### src/rtl/core/msa_pkg.sv
// shared types and constants for the moving average smoother
`default_nettype none
package msa_pkg;

  localparam int SAMPLE_W       = 12;
  localparam int WIN_W          = 7;
  localparam int HELD_W         = 7;
  localparam int DEF_MAX_WINDOW = 64;

  typedef enum logic [2:0] {
    ST_IDLE,
    ST_UPDATE,
    ST_START,
    ST_DIVIDE,
    ST_OUTPUT
  } state_t;

  typedef struct packed {
    logic capture;
    logic update;
    logic div_start;
    logic load_out;
  } cmd_t;

  typedef struct packed {
    logic pass;
    logic div_busy;
    logic out_free;
  } sts_t;

endpackage
`default_nettype wire

### src/rtl/core/msa_div.sv
// restoring divider, one quotient bit per cycle
`default_nettype none
module msa_div #(
  parameter int DIVIDEND_W = 18
) (
  input  wire logic                               clk,
  input  wire logic                               rst_n,
  input  wire logic                               start,
  input  wire logic [DIVIDEND_W-1:0]              dividend,
  input  wire logic [msa_pkg::HELD_W-1:0]         divisor,
  output logic                                    busy,
  output logic [DIVIDEND_W-1:0]                   quotient
);

  localparam int CNT_W = $clog2(DIVIDEND_W + 1);
  localparam int D_W   = msa_pkg::HELD_W;

  logic [CNT_W-1:0]      cnt_r, cnt_nxt;
  logic [D_W-1:0]        rem_r, rem_nxt;
  logic [DIVIDEND_W-1:0] quo_r, quo_nxt;
  logic [D_W:0]          rem_shift;
  logic                  take;

  assign rem_shift = {rem_r, quo_r[DIVIDEND_W-1]};
  assign take      = (rem_shift >= {1'b0, divisor});

  always_comb begin
    cnt_nxt = cnt_r;
    rem_nxt = rem_r;
    quo_nxt = quo_r;
    if (start) begin
      cnt_nxt = CNT_W'(DIVIDEND_W);
      rem_nxt = '0;
      quo_nxt = dividend;
    end else if (cnt_r != '0) begin
      cnt_nxt = cnt_r - CNT_W'(1);
      // remainder stays below the divisor, so it fits back in D_W bits
      rem_nxt = take ? D_W'(rem_shift - {1'b0, divisor}) : rem_shift[D_W-1:0];
      quo_nxt = {quo_r[DIVIDEND_W-2:0], take};
    end
  end

  always_ff @(posedge clk) begin
    if (!rst_n) begin
      cnt_r <= '0;
    end else begin
      cnt_r <= cnt_nxt;
    end
  end

  always_ff @(posedge clk) begin
    rem_r <= rem_nxt;
    quo_r <= quo_nxt;
  end

  assign busy     = (cnt_r != '0);
  assign quotient = quo_r;

endmodule
`default_nettype wire

### src/rtl/core/msa_ctrl.sv
// sequencing state machine for the smoother
`default_nettype none
module msa_ctrl (
  input  wire logic          clk,
  input  wire logic          rst_n,
  input  wire logic          in_valid,
  output logic               in_ready,
  input  wire msa_pkg::sts_t sts,
  output msa_pkg::cmd_t      cmd
);

  msa_pkg::state_t state_r, state_nxt;

  always_comb begin
    state_nxt = state_r;
    case (state_r)
      msa_pkg::ST_IDLE: begin
        if (in_valid) begin
          state_nxt = sts.pass ? msa_pkg::ST_OUTPUT : msa_pkg::ST_UPDATE;
        end
      end
      msa_pkg::ST_UPDATE: state_nxt = msa_pkg::ST_START;
      msa_pkg::ST_START:  state_nxt = msa_pkg::ST_DIVIDE;
      msa_pkg::ST_DIVIDE: begin
        if (!sts.div_busy) begin
          state_nxt = msa_pkg::ST_OUTPUT;
        end
      end
      msa_pkg::ST_OUTPUT: begin
        if (sts.out_free) begin
          state_nxt = msa_pkg::ST_IDLE;
        end
      end
      default: state_nxt = msa_pkg::ST_IDLE;
    endcase
  end

  always_comb begin
    cmd      = '0;
    in_ready = 1'b0;
    case (state_r)
      msa_pkg::ST_IDLE: begin
        in_ready    = 1'b1;
        cmd.capture = in_valid;
      end
      msa_pkg::ST_UPDATE: cmd.update    = 1'b1;
      msa_pkg::ST_START:  cmd.div_start = 1'b1;
      msa_pkg::ST_DIVIDE: cmd           = '0;
      msa_pkg::ST_OUTPUT: cmd.load_out  = sts.out_free;
      default:            cmd           = '0;
    endcase
  end

  always_ff @(posedge clk) begin
    if (!rst_n) begin
      state_r <= msa_pkg::ST_IDLE;
    end else begin
      state_r <= state_nxt;
    end
  end

endmodule
`default_nettype wire

### src/rtl/core/msa_dp.sv
// sample ring, running sum, fill count, divider and result register
`default_nettype none
module msa_dp #(
  parameter int MAX_WINDOW = msa_pkg::DEF_MAX_WINDOW
) (
  input  wire logic                            clk,
  input  wire logic                            rst_n,
  input  wire logic                            cfg_wr_en,
  input  wire logic [msa_pkg::WIN_W-1:0]       cfg_wr_data,
  input  wire logic [msa_pkg::SAMPLE_W-1:0]    in_sample_mv,
  input  wire msa_pkg::cmd_t                   cmd,
  output msa_pkg::sts_t                        sts,
  output logic                                 out_valid,
  input  wire logic                            out_ready,
  output logic [msa_pkg::SAMPLE_W-1:0]         out_smoothed_mv,
  output logic [msa_pkg::HELD_W-1:0]           out_samples_held
);

  localparam int SW      = msa_pkg::SAMPLE_W;
  localparam int WW      = msa_pkg::WIN_W;
  localparam int HW      = msa_pkg::HELD_W;
  localparam int WIN_MAX = (1 << WW) - 1;
  localparam int EFF_MAX = (MAX_WINDOW < WIN_MAX) ? MAX_WINDOW : WIN_MAX;
  localparam int SUM_W   = $clog2(((1 << SW) - 1) * EFF_MAX + 1);
  localparam int POS_W   = (MAX_WINDOW > 1) ? $clog2(MAX_WINDOW) : 1;
  localparam int CW      = (POS_W + 1 > WW) ? POS_W + 1 : WW;

  logic [WW-1:0]    win_r;
  logic [WW-1:0]    win_eff;
  logic [SUM_W-1:0] sum_r, sum_nxt;
  logic [POS_W-1:0] wp_r, wp_nxt;
  logic [HW-1:0]    fill_r, fill_nxt;
  logic [SW-1:0]    sample_r;
  logic             pass_r;
  logic [SW-1:0]    rd_r;
  logic [SW-1:0]    old_sample;
  logic             warm;
  logic [CW-1:0]    wp_inc;
  logic             out_valid_r;
  logic [SW-1:0]    smoothed_r;
  logic [HW-1:0]    held_r;
  logic             div_busy;
  logic [SUM_W-1:0] quotient;

  logic [SW-1:0] ring_mem [MAX_WINDOW];

  assign win_eff = (win_r > WW'(EFF_MAX)) ? WW'(EFF_MAX) : win_r;
  assign warm    = (fill_r < win_eff);
  // slots not yet written since the last clear count as zero while filling
  assign old_sample = warm ? '0 : rd_r;
  assign wp_inc     = CW'(wp_r) + CW'(1);

  always_comb begin
    sum_nxt  = sum_r;
    wp_nxt   = wp_r;
    fill_nxt = fill_r;
    if (cmd.update) begin
      sum_nxt  = sum_r - SUM_W'(old_sample) + SUM_W'(sample_r);
      wp_nxt   = (wp_inc >= CW'(win_eff)) ? '0 : wp_inc[POS_W-1:0];
      fill_nxt = warm ? fill_r + HW'(1) : fill_r;
    end
  end

  always_ff @(posedge clk) begin
    if (!rst_n) begin
      win_r  <= '0;
      sum_r  <= '0;
      wp_r   <= '0;
      fill_r <= '0;
    end else if (cfg_wr_en) begin
      win_r  <= cfg_wr_data;
      sum_r  <= '0;
      wp_r   <= '0;
      fill_r <= '0;
    end else begin
      sum_r  <= sum_nxt;
      wp_r   <= wp_nxt;
      fill_r <= fill_nxt;
    end
  end

  always_ff @(posedge clk) begin
    if (cmd.capture) begin
      sample_r <= in_sample_mv;
      pass_r   <= (win_eff == '0);
    end
  end

  // read the slot at the write position every cycle, write it on update
  always_ff @(posedge clk) begin
    rd_r <= ring_mem[wp_r];
    if (cmd.update) begin
      ring_mem[wp_r] <= sample_r;
    end
  end

  msa_div #(
    .DIVIDEND_W(SUM_W)
  ) u_div (
    .clk     (clk),
    .rst_n   (rst_n),
    .start   (cmd.div_start),
    .dividend(sum_r),
    .divisor (fill_r),
    .busy    (div_busy),
    .quotient(quotient)
  );

  always_ff @(posedge clk) begin
    if (!rst_n) begin
      out_valid_r <= 1'b0;
    end else if (cmd.load_out) begin
      out_valid_r <= 1'b1;
    end else if (out_ready) begin
      out_valid_r <= 1'b0;
    end
  end

  always_ff @(posedge clk) begin
    if (cmd.load_out) begin
      smoothed_r <= pass_r ? sample_r : quotient[SW-1:0];
      held_r     <= pass_r ? '0 : fill_r;
    end
  end

  assign sts.pass     = (win_eff == '0);
  assign sts.div_busy = div_busy;
  assign sts.out_free = !out_valid_r || out_ready;

  assign out_valid        = out_valid_r;
  assign out_smoothed_mv  = smoothed_r;
  assign out_samples_held = held_r;

endmodule
`default_nettype wire

### src/rtl/core/moving_average_smoother_top.sv
// top level of the boxcar moving average smoother
//
// input channel: in_valid/in_ready with in_sample_mv, one millivolt sample
// per request. result channel: out_valid/out_ready with out_smoothed_mv
// (running sum over the window divided by samples held) and out_samples_held.
// cfg_wr_en/cfg_wr_data set the window length (0 = pass-through, values
// above MAX_WINDOW are clamped); a write clears the sum, position and fill.
// one request is processed at a time: the next request is not taken until
// the last has been loaded into the output register. a smoothed request
// passes through update, divider start, the bit-serial divider that
// produces one quotient bit per cycle, and output; a pass-through request
// goes from the input straight to output.
// the result sits in an output register, so in_ready returns while it waits.
// when the receiver stalls with a result already held, the next request
// finishes and then waits until the held result is taken.
// reset leaves the window at 0 and the ring empty; no clearing pass is
// needed since the fill count masks slots not yet written.
`default_nettype none
module moving_average_smoother_top #(
  parameter int MAX_WINDOW = msa_pkg::DEF_MAX_WINDOW
) (
  input  wire logic                          clk,
  input  wire logic                          rst_n,
  input  wire logic                          cfg_wr_en,
  input  wire logic [msa_pkg::WIN_W-1:0]     cfg_wr_data,
  input  wire logic                          in_valid,
  output logic                               in_ready,
  input  wire logic [msa_pkg::SAMPLE_W-1:0]  in_sample_mv,
  output logic                               out_valid,
  input  wire logic                          out_ready,
  output logic [msa_pkg::SAMPLE_W-1:0]       out_smoothed_mv,
  output logic [msa_pkg::HELD_W-1:0]         out_samples_held
);

  localparam int WIN_MAX = (1 << msa_pkg::WIN_W) - 1;
  localparam int EFF_MAX = (MAX_WINDOW < WIN_MAX) ? MAX_WINDOW : WIN_MAX;

  msa_pkg::cmd_t cmd;
  msa_pkg::sts_t sts;

  msa_ctrl u_ctrl (
    .clk     (clk),
    .rst_n   (rst_n),
    .in_valid(in_valid),
    .in_ready(in_ready),
    .sts     (sts),
    .cmd     (cmd)
  );

  msa_dp #(
    .MAX_WINDOW(MAX_WINDOW)
  ) u_dp (
    .clk             (clk),
    .rst_n           (rst_n),
    .cfg_wr_en       (cfg_wr_en),
    .cfg_wr_data     (cfg_wr_data),
    .in_sample_mv    (in_sample_mv),
    .cmd             (cmd),
    .sts             (sts),
    .out_valid       (out_valid),
    .out_ready       (out_ready),
    .out_smoothed_mv (out_smoothed_mv),
    .out_samples_held(out_samples_held)
  );

`ifndef SYNTH
  a_ready_not_dividing: assert property (@(posedge clk) disable iff (!rst_n)
    in_ready |-> !sts.div_busy)
    else $error("input ready while divider busy");

  a_one_at_a_time: assert property (@(posedge clk) disable iff (!rst_n)
    in_valid && in_ready |=> !in_ready)
    else $error("second request taken while one is in flight");

  a_held_in_range: assert property (@(posedge clk) disable iff (!rst_n)
    out_valid |-> out_samples_held <= msa_pkg::HELD_W'(EFF_MAX))
    else $error("samples held beyond window limit");

  a_load_needs_room: assert property (@(posedge clk) disable iff (!rst_n)
    cmd.load_out |-> sts.out_free)
    else $error("result register overwritten");
`endif

endmodule
`default_nettype wire
### config.mk
export PLATFORM = sky130hd
export DESIGN_NAME = moving_average_smoother_top
export DESIGN_NICKNAME = d
export VERILOG_FILES = /design/src/rtl/core/msa_pkg.sv /design/src/rtl/core/msa_div.sv /design/src/rtl/core/msa_ctrl.sv /design/src/rtl/core/msa_dp.sv /design/src/rtl/core/moving_average_smoother_top.sv
export SDC_FILE = /design/constraint.sdc
export NUM_CORES = 1
export LEC_CHECK = 0
export ABC_AREA = 1
export BUFFER_PORTS_ARGS = -buffer_cell sky130_fd_sc_hd__clkbuf_2
export CAP_MARGIN = 40
export CORE_UTILIZATION = 25
export CTS_CLUSTER_SIZE = 25
export DETAILED_ROUTE_END_ITERATION = 12
export PLACE_DENSITY = 0.36
export SETUP_SLACK_MARGIN = 0.4
export SLEW_MARGIN = 10
export SYNTH_ARGS = -nofsm -noshare
export SYNTH_HDL_FRONTEND = slang
export SYNTH_SLANG_ARGS = --single-unit
export TNS_END_PERCENT = 50
### constraint.sdc
create_clock -name clk -period 4.5 [get_ports clk]
set_input_delay 0.225 -clock clk [delete_from_list [all_inputs] [get_ports clk]]
set_output_delay 0.225 -clock clk [all_outputs]
set_load 0.05 [all_outputs]
==> impl_metrics.json, run 1 <==
{
  "numCtsBuffers": 102,
  "timing.final.hold_violations": 0,
  "die_area_sq_um": 151000,
  "dp_slack_ns": 0.476,
  "cp_data_required_time_ns": 5.11,
  "path_clk_slew_ns": 0.06,
  "rsz0062_at_grt": "false",
  "yosys_register_bits": 884,
  "drc_errors": 0,
  "hold_depth": 3,
  "worst-path-max-fanout": 9,
  "firstDrtPassIters": 5,
  "fin_crit_sh": 0.814,
  "place.gp.congestion": 0.788,
  "vias_per_cell": 4.40,
  "irDropWorstVdd_mv": 0.296,
  "cts_tree": "done",
  "synthArstFlopShare": 0,
  "period_minus_slack_ns": 3.66,
  "ys_warn_count": 0,
  "worst_pin_slew_ns": 0.890,
  "drive_above_1_share": 0.0966,
  "holdCritPathClass": "in2reg",
  "hp-start": "cfg_wr_en",
  "synth_area_leaders": "edfxtp_1, nand2_1, a21oi_1, dfxtp_1, o21ai_0",
  "synth_cells": 3488,
  "worstSetupEndpointType": "register",
  "fill_cells": 15200,
  "cts_sinks": 884,
  "setup_viol": 0,
  "drv_cap": 0,
  "synth_fp_nets": 3567,
  "fin_util": 0.298,
  "area_growth_pct": 18.2,
  "synth_common_cells": "nand2_1, edfxtp_1, a21oi_1, nor2_1, inv_1",
  "slew_violations": 0,
  "grt_pass1_wl_mm": 180,
  "nets": 3731,
  "r2r_end": "u_dp.sum_r[12]$_SDFFE_PP0P_",
  "io-pin-count": 45,
  "fp.dieH_microns": 389,
  "port_buffers": 44,
  "fin_tns_setup_ns": 0,
  "synth_top_area_cell": "edfxtp_1",
  "ys.flop_type": "edfxtp_1",
  "die_w_microns": 389,
  "rows": 141,
  "powerDensity_nw_per_um2": 519,
  "p_leak_nw": 16.6,
  "yosysTopAreaCellShare": 0.657,
  "start_kind": "register",
  "drt_iter0_drc": 1656,
  "ant_nets": 0,
  "clockBufferDepth": 3,
  "htree_levels": 3,
  "gr-total-overflow": 0,
  "avgSynthCellArea_sq_um": 10.7,
  "grt_pass1_vias": 24600,
  "yosysMostFrequentCell": "nand2_1",
  "hold_end": "u_dp.win_r[6]$_SDFFE_PN0P_",
  "wl_per_cell_microns": 21.7,
  "antenna_found_initial": 1,
  "relSlewSlack": 0.406,
  "clock.fmax_mhz": 273,
  "ys_types": 41,
  "r2r_cells": 22,
  "synth-edff-count": 818,
  "vias": 24900,
  "status": "finished, final reports clean",
  "grt_use_total": 0.163,
  "grt_start_max_net_pins": 85,
  "postLayoutSetupSlackWorst_ns": 0.837,
  "core_area_sq_um": 148000,
  "cts_root_buffer": "clkbuf_16",
  "hpwl_mm": 75.7,
  "r2r-start": "u_dp.win_r[6]$_SDFFE_PN0P_",
  "clk_latency_ns": 0.72,
  "synth_area_sq_um": 37400,
  "finalClockSkew_ns": 0.0408,
  "rrSetupSlack_ns": 0.84,
  "ys_seq_area_frac": 0.692,
  "critical_path_arrival_ns": 4.27,
  "start_util": 0.252,
  "wirelength_mm": 123,
  "worstSetupPathType": "reg2reg"
}
[where the power goes]
group          internal (mW)  switching, mW
Sequential              9.86          0.217
Combinational           1.28           3.31
Clock                   4.75           3.50
Total                   15.9           7.03
[through the flow]
step | power (mW) | hold slack, ns | cell area (sq um) | instances
floorplan | 13.0 | 0.324 | 37400 | 3488
global placement | 14.9 | 0.404 | 40500 | 5444
detailed placement | 14.9 | 0.404 | 40700 | 5450
CTS | 23.3 | 0.0750 | 44200 | 5668
global route | 24.1 | 0.139 | 44200 | 5668
finish | 22.9 | 0.116 | 44200 | 5670
[logic make-up after synthesis]
| family | Yosys count | share of synthesized area |
|---|---|---|
| AND/OR/NAND/NOR | 1662 | 0.174 |
| flip-flops | 884 | 0.692 |
| AO/OA/AOI/OAI | 494 | 0.0674 |
| buffers and inverters | 376 | 0.0417 |
| adder cells (fa/ha/maj) | 55 | 0.0210 |
| XOR/XNOR | 17 | 0.00398 |
[placed cells by master (no fill, tap or decap), types with 17 or more instances in the layout]
cell type / count
buf_4: 133
ha_1: 42
o21ai_1: 32
dfxtp_1: 63
clkbuf_2: 44
nand4_1: 17
clkinv_2: 20
nand3_1: 102
clkbuf_1: 27
clkbuf_16: 104
clkinv_1: 25
nand2_1: 1280
dlygate4sd3_1: 28
edfxtp_1: 818
inv_1: 208
o21ai_0: 177
a21oi_1: 264
nor2_1: 217
[metal layers]
| metal | GRT usage | vias to the layer above | part of all wire |
|---|---|---|---|
| met3 | 0.0211 | 144 | 0.030 |
| li1 | - | 12100 | - |
| met1 | 0.236 | 12300 | 0.50 |
| met5 | 0 | - | 0 |
| met2 | 0.260 | 415 | 0.46 |
| met4 | 0.0322 | 0 | 0.017 |
[worst max-delay path: stages (launching register included)]
cell and delay, ns:
dfxtp_1 0.37, clkinvlp_4 0.18, nand2_1 0.13, ha_1 0.25, a21oi_1 0.14, nand2_1 0.07, nand2_1 0.18, nand2_2 0.08
inv_1 0.19, nor2_1 0.07, ha_1 0.27, inv_1 0.05, ha_1 0.21, inv_1 0.08, fa_1 0.48, o21ai_2 0.23
nand2_1 0.11, nand2_1 0.13, nand2_1 0.09, nand3_1 0.07, nand3_1 0.09, nand2_1 0.08, inv_1 0.03
[sequential cells by signal (all words and copies together) (netlist names), 12 cells and up]
signal,cells
u_dp.out_smoothed_mv,12
u_dp.rd_r,12
u_dp.ring_mem,768
u_dp.sample_r,12
u_dp.sum_r,18
u_dp.u_div.quotient,18
[how the worst max path moves through the flow]
| stage | startpoint | end |
|---|---|---|
| after floorplan | u_dp.win_r[6]$_SDFFE_PN0P_ | u_dp.sum_r[16]$_SDFFE_PP0P_ |
| after global placement | u_dp.win_r[6]$_SDFFE_PN0P_ | u_dp.sum_r[16]$_SDFFE_PP0P_ |
| after detailed placement | u_dp.win_r[6]$_SDFFE_PN0P_ | u_dp.sum_r[16]$_SDFFE_PP0P_ |
| after CTS | u_dp.win_r[6]$_SDFFE_PN0P_ | u_dp.sum_r[16]$_SDFFE_PP0P_ |
| after global routing | u_dp.win_r[6]$_SDFFE_PN0P_ | u_dp.sum_r[16]$_SDFFE_PP0P_ |
| final | u_dp.win_r[6]$_SDFFE_PN0P_ | u_dp.sum_r[12]$_SDFFE_PP0P_ |
[layout make-up]
type,count,area [sq um],share of cell area
diodes,2,5.00,0.000113
clock buffers,131,2700,0.0611
clock inverters,59,553,0.0125
inverters,218,835,0.0189
multi-input cells,2228,10000,0.227
flip-flops and latches,884,25900,0.586
well taps,1930,2410,0.0546
repair buffers,218,1780,0.0403
[timing repair]
item	4_1_cts	5_1_grt
endpoints found under the setup margin	0	6
buffers inserted	0	0
hold endpoints to repair	24	0
hold buffers	28	0
resized for setup	0	4
Note: power is estimated with default switching activity, not from simulation.
==> run 2: changes to the inputs <==
--- a/config.mk
+++ b/config.mk
@@ -11,7 +11,7 @@
 export CORE_UTILIZATION = 25
 export CTS_CLUSTER_SIZE = 25
 export DETAILED_ROUTE_END_ITERATION = 12
-export PLACE_DENSITY = 0.36
+export PLACE_DENSITY = 0.37
 export SETUP_SLACK_MARGIN = 0.4
 export SLEW_MARGIN = 10
 export SYNTH_ARGS = -nofsm -noshare
==> constraint.sdc (replaced) <==
create_clock -name clk -period 3.35 [get_ports clk]
set_input_delay 0.1675 -clock clk [delete_from_list [all_inputs] [get_ports clk]]
set_output_delay 0.1675 -clock clk [all_outputs]
set_load 0.05 [all_outputs]
==> run 2 against run 1 <==
Total power grew 39%; clock power up 36%; combinational power is 55% higher; first-iteration DRC count grew 17%; clock-buffer cell count grew 4; critical endpoint is now u_dp.sum_r[14]$_SDFFE_PP0P_.
==> impl_metrics.json, run 2 (synthesized netlist as in run 1, its figures left out) <==
{
  "rows": 141,
  "core_area_sq_um": 148000,
  "io-pin-count": 45,
  "vias_per_cell": 4.42,
  "firstDrtPassIters": 5,
  "irDropWorstVdd_mv": 0.401,
  "top_usage_layer": "met2",
  "place.gp.congestion": 0.804,
  "rsz0062_at_grt": "true",
  "wl_per_cell_microns": 21.7,
  "numCtsBuffers": 103,
  "start_util": 0.252,
  "start_kind": "register",
  "fin_tns_setup_ns": 0,
  "nets": 3778,
  "fin_crit_sh": 0.925,
  "fin_cells": 5713,
  "use_met2": 0.262,
  "antenna_found_initial": 4,
  "p_leak_nw": 17.0,
  "grt_start_max_net_pins": 83,
  "antennaDiodeCount": 0,
  "port_buffers": 44,
  "status": "finished, final reports clean",
  "setup_viol": 0,
  "use_met3": 0.0261,
  "worstSetupPathType": "reg2reg",
  "worst_pin_slew_ns": 0.880,
  "ant_nets": 0,
  "fp.dieH_microns": 389,
  "grt_pass1_vias": 24900,
  "cts_tree": "done",
  "die_w_microns": 389,
  "clockBufferDepth": 3,
  "fill_cells": 15300,
  "wirelength_mm": 124,
  "die_area_sq_um": 151000,
  "area_growth_pct": 21.0,
  "final_common_cell": "nand2_1",
  "power_mw": 31.9,
  "vias": 25200,
  "relSlewSlack": 0.413,
  "holdCritPathClass": "in2reg",
  "grt_pass1_wl_mm": 180,
  "hpwl_mm": 76.2,
  "path_clk_slew_ns": 0.06,
  "gr-total-overflow": 0,
  "period_minus_slack_ns": 3.10,
  "drc_errors": 0,
  "use_met1": 0.230,
  "drive_above_1_share": 0.131,
  "powerDensity_nw_per_um2": 705,
  "grt_use_total": 0.163,
  "worstSetupEndpointType": "register",
  "largest_reg_flops": 768,
  "clk_latency_ns": 0.73,
  "fin_hold_ws_ns": 0.112,
  "most-common-layout-cells": "nand2_1, edfxtp_1, a21oi_1",
  "slew_violations": 0,
  "htree_levels": 3,
  "critical_path_arrival_ns": 3.71,
  "drt_iter0_drc": 1940,
  "timing.final.hold_violations": 0,
  "largest_register": "u_dp.ring_mem",
  "post-place-cells": 5481,
  "cts_root_buffer": "clkbuf_16",
  "drv_cap": 0,
  "fin_util": 0.305,
  "cp_data_required_time_ns": 3.96,
  "worst-path-max-fanout": 7,
  "finalClockSkew_ns": 0.0407,
  "clock.fmax_mhz": 323,
  "cts_sinks": 884
}
## run 2: routing by layer
metal / vias to the layer above / part of all wire
met4: 2 / 0.020
met3: 136 / 0.040
li1: 12200 / -
met1: 12400 / 0.48
met5: - / 0.00010
met2: 493 / 0.46
## run 2: final timing paths
path / start / to / slack (ns) / depth (start not counted)
max: u_dp.win_r[6]$_SDFFE_PN0P_ / u_dp.sum_r[14]$_SDFFE_PP0P_ / 0.25 / 19
max reg2reg: u_dp.win_r[6]$_SDFFE_PN0P_ / u_dp.sum_r[14]$_SDFFE_PP0P_ / 0.25 / 19
min: cfg_wr_en / u_dp.sum_r[2]$_SDFFE_PP0P_ / 0.11 / 5
min reg2reg: u_dp.u_div.rem_r[4]$_SDFFE_PP0P_ / u_dp.u_div.rem_r[4]$_SDFFE_PP0P_ / 0.48 / 2
## run 2: power breakdown
group | total (mW) | internal (mW) | switching (mW)
sequential | 13.6 | 13.3 | 0.302
clock | 11.2 | 6.51 | 4.71
combinational | 7.13 | 2.30 | 4.83
## run 2: area by class of cell
class / instances / area (sq um) / area share
flip-flops and latches: 884 / 25900 / 0.572
clock inverters: 54 / 528 / 0.0117
well taps: 1930 / 2410 / 0.0534
inverters: 218 / 841 / 0.0186
clock buffers: 135 / 2810 / 0.0621
multi-input cells: 2228 / 10500 / 0.232
repair buffers: 264 / 2260 / 0.0500
## run 2: metrics by stage
step	worst slack (ns)	cell area (sq um)
6_report	0.253	45300
5_1_grt	0.0771	45300
4_1_cts	0.265	45100
3_5_place_dp	0.0602	41000
3_3_place_gp	0.0527	40800
2_1_floorplan	0.398	37400
## run 2: timing repair
action	4_1_cts	5_1_grt
hold buffers	31	0
resized for setup	67	33
setup endpoints to repair	14	15
setup buffers	8	3
pin swaps	30	24
hold endpoints to repair	37	0
gates cloned	0	0
## run 2: critical path: stages, from the launching register on
cell and delay (ns):
dfxtp_2 0.33, clkinv_4 0.11, nand2_4 0.07, ha_4 0.27
o211ai_1 0.08, nand2_1 0.10, nand2_2 0.08, nand2_4 0.15
inv_6 0.06, nor2_2 0.10, fa_1 0.46, fa_2 0.44
o21ai_4 0.19, nand2_1 0.10, nand2_2 0.13, nand2_2 0.08
nand3_2 0.07, nand3_1 0.08, nand2_1 0.08, inv_1 0.04
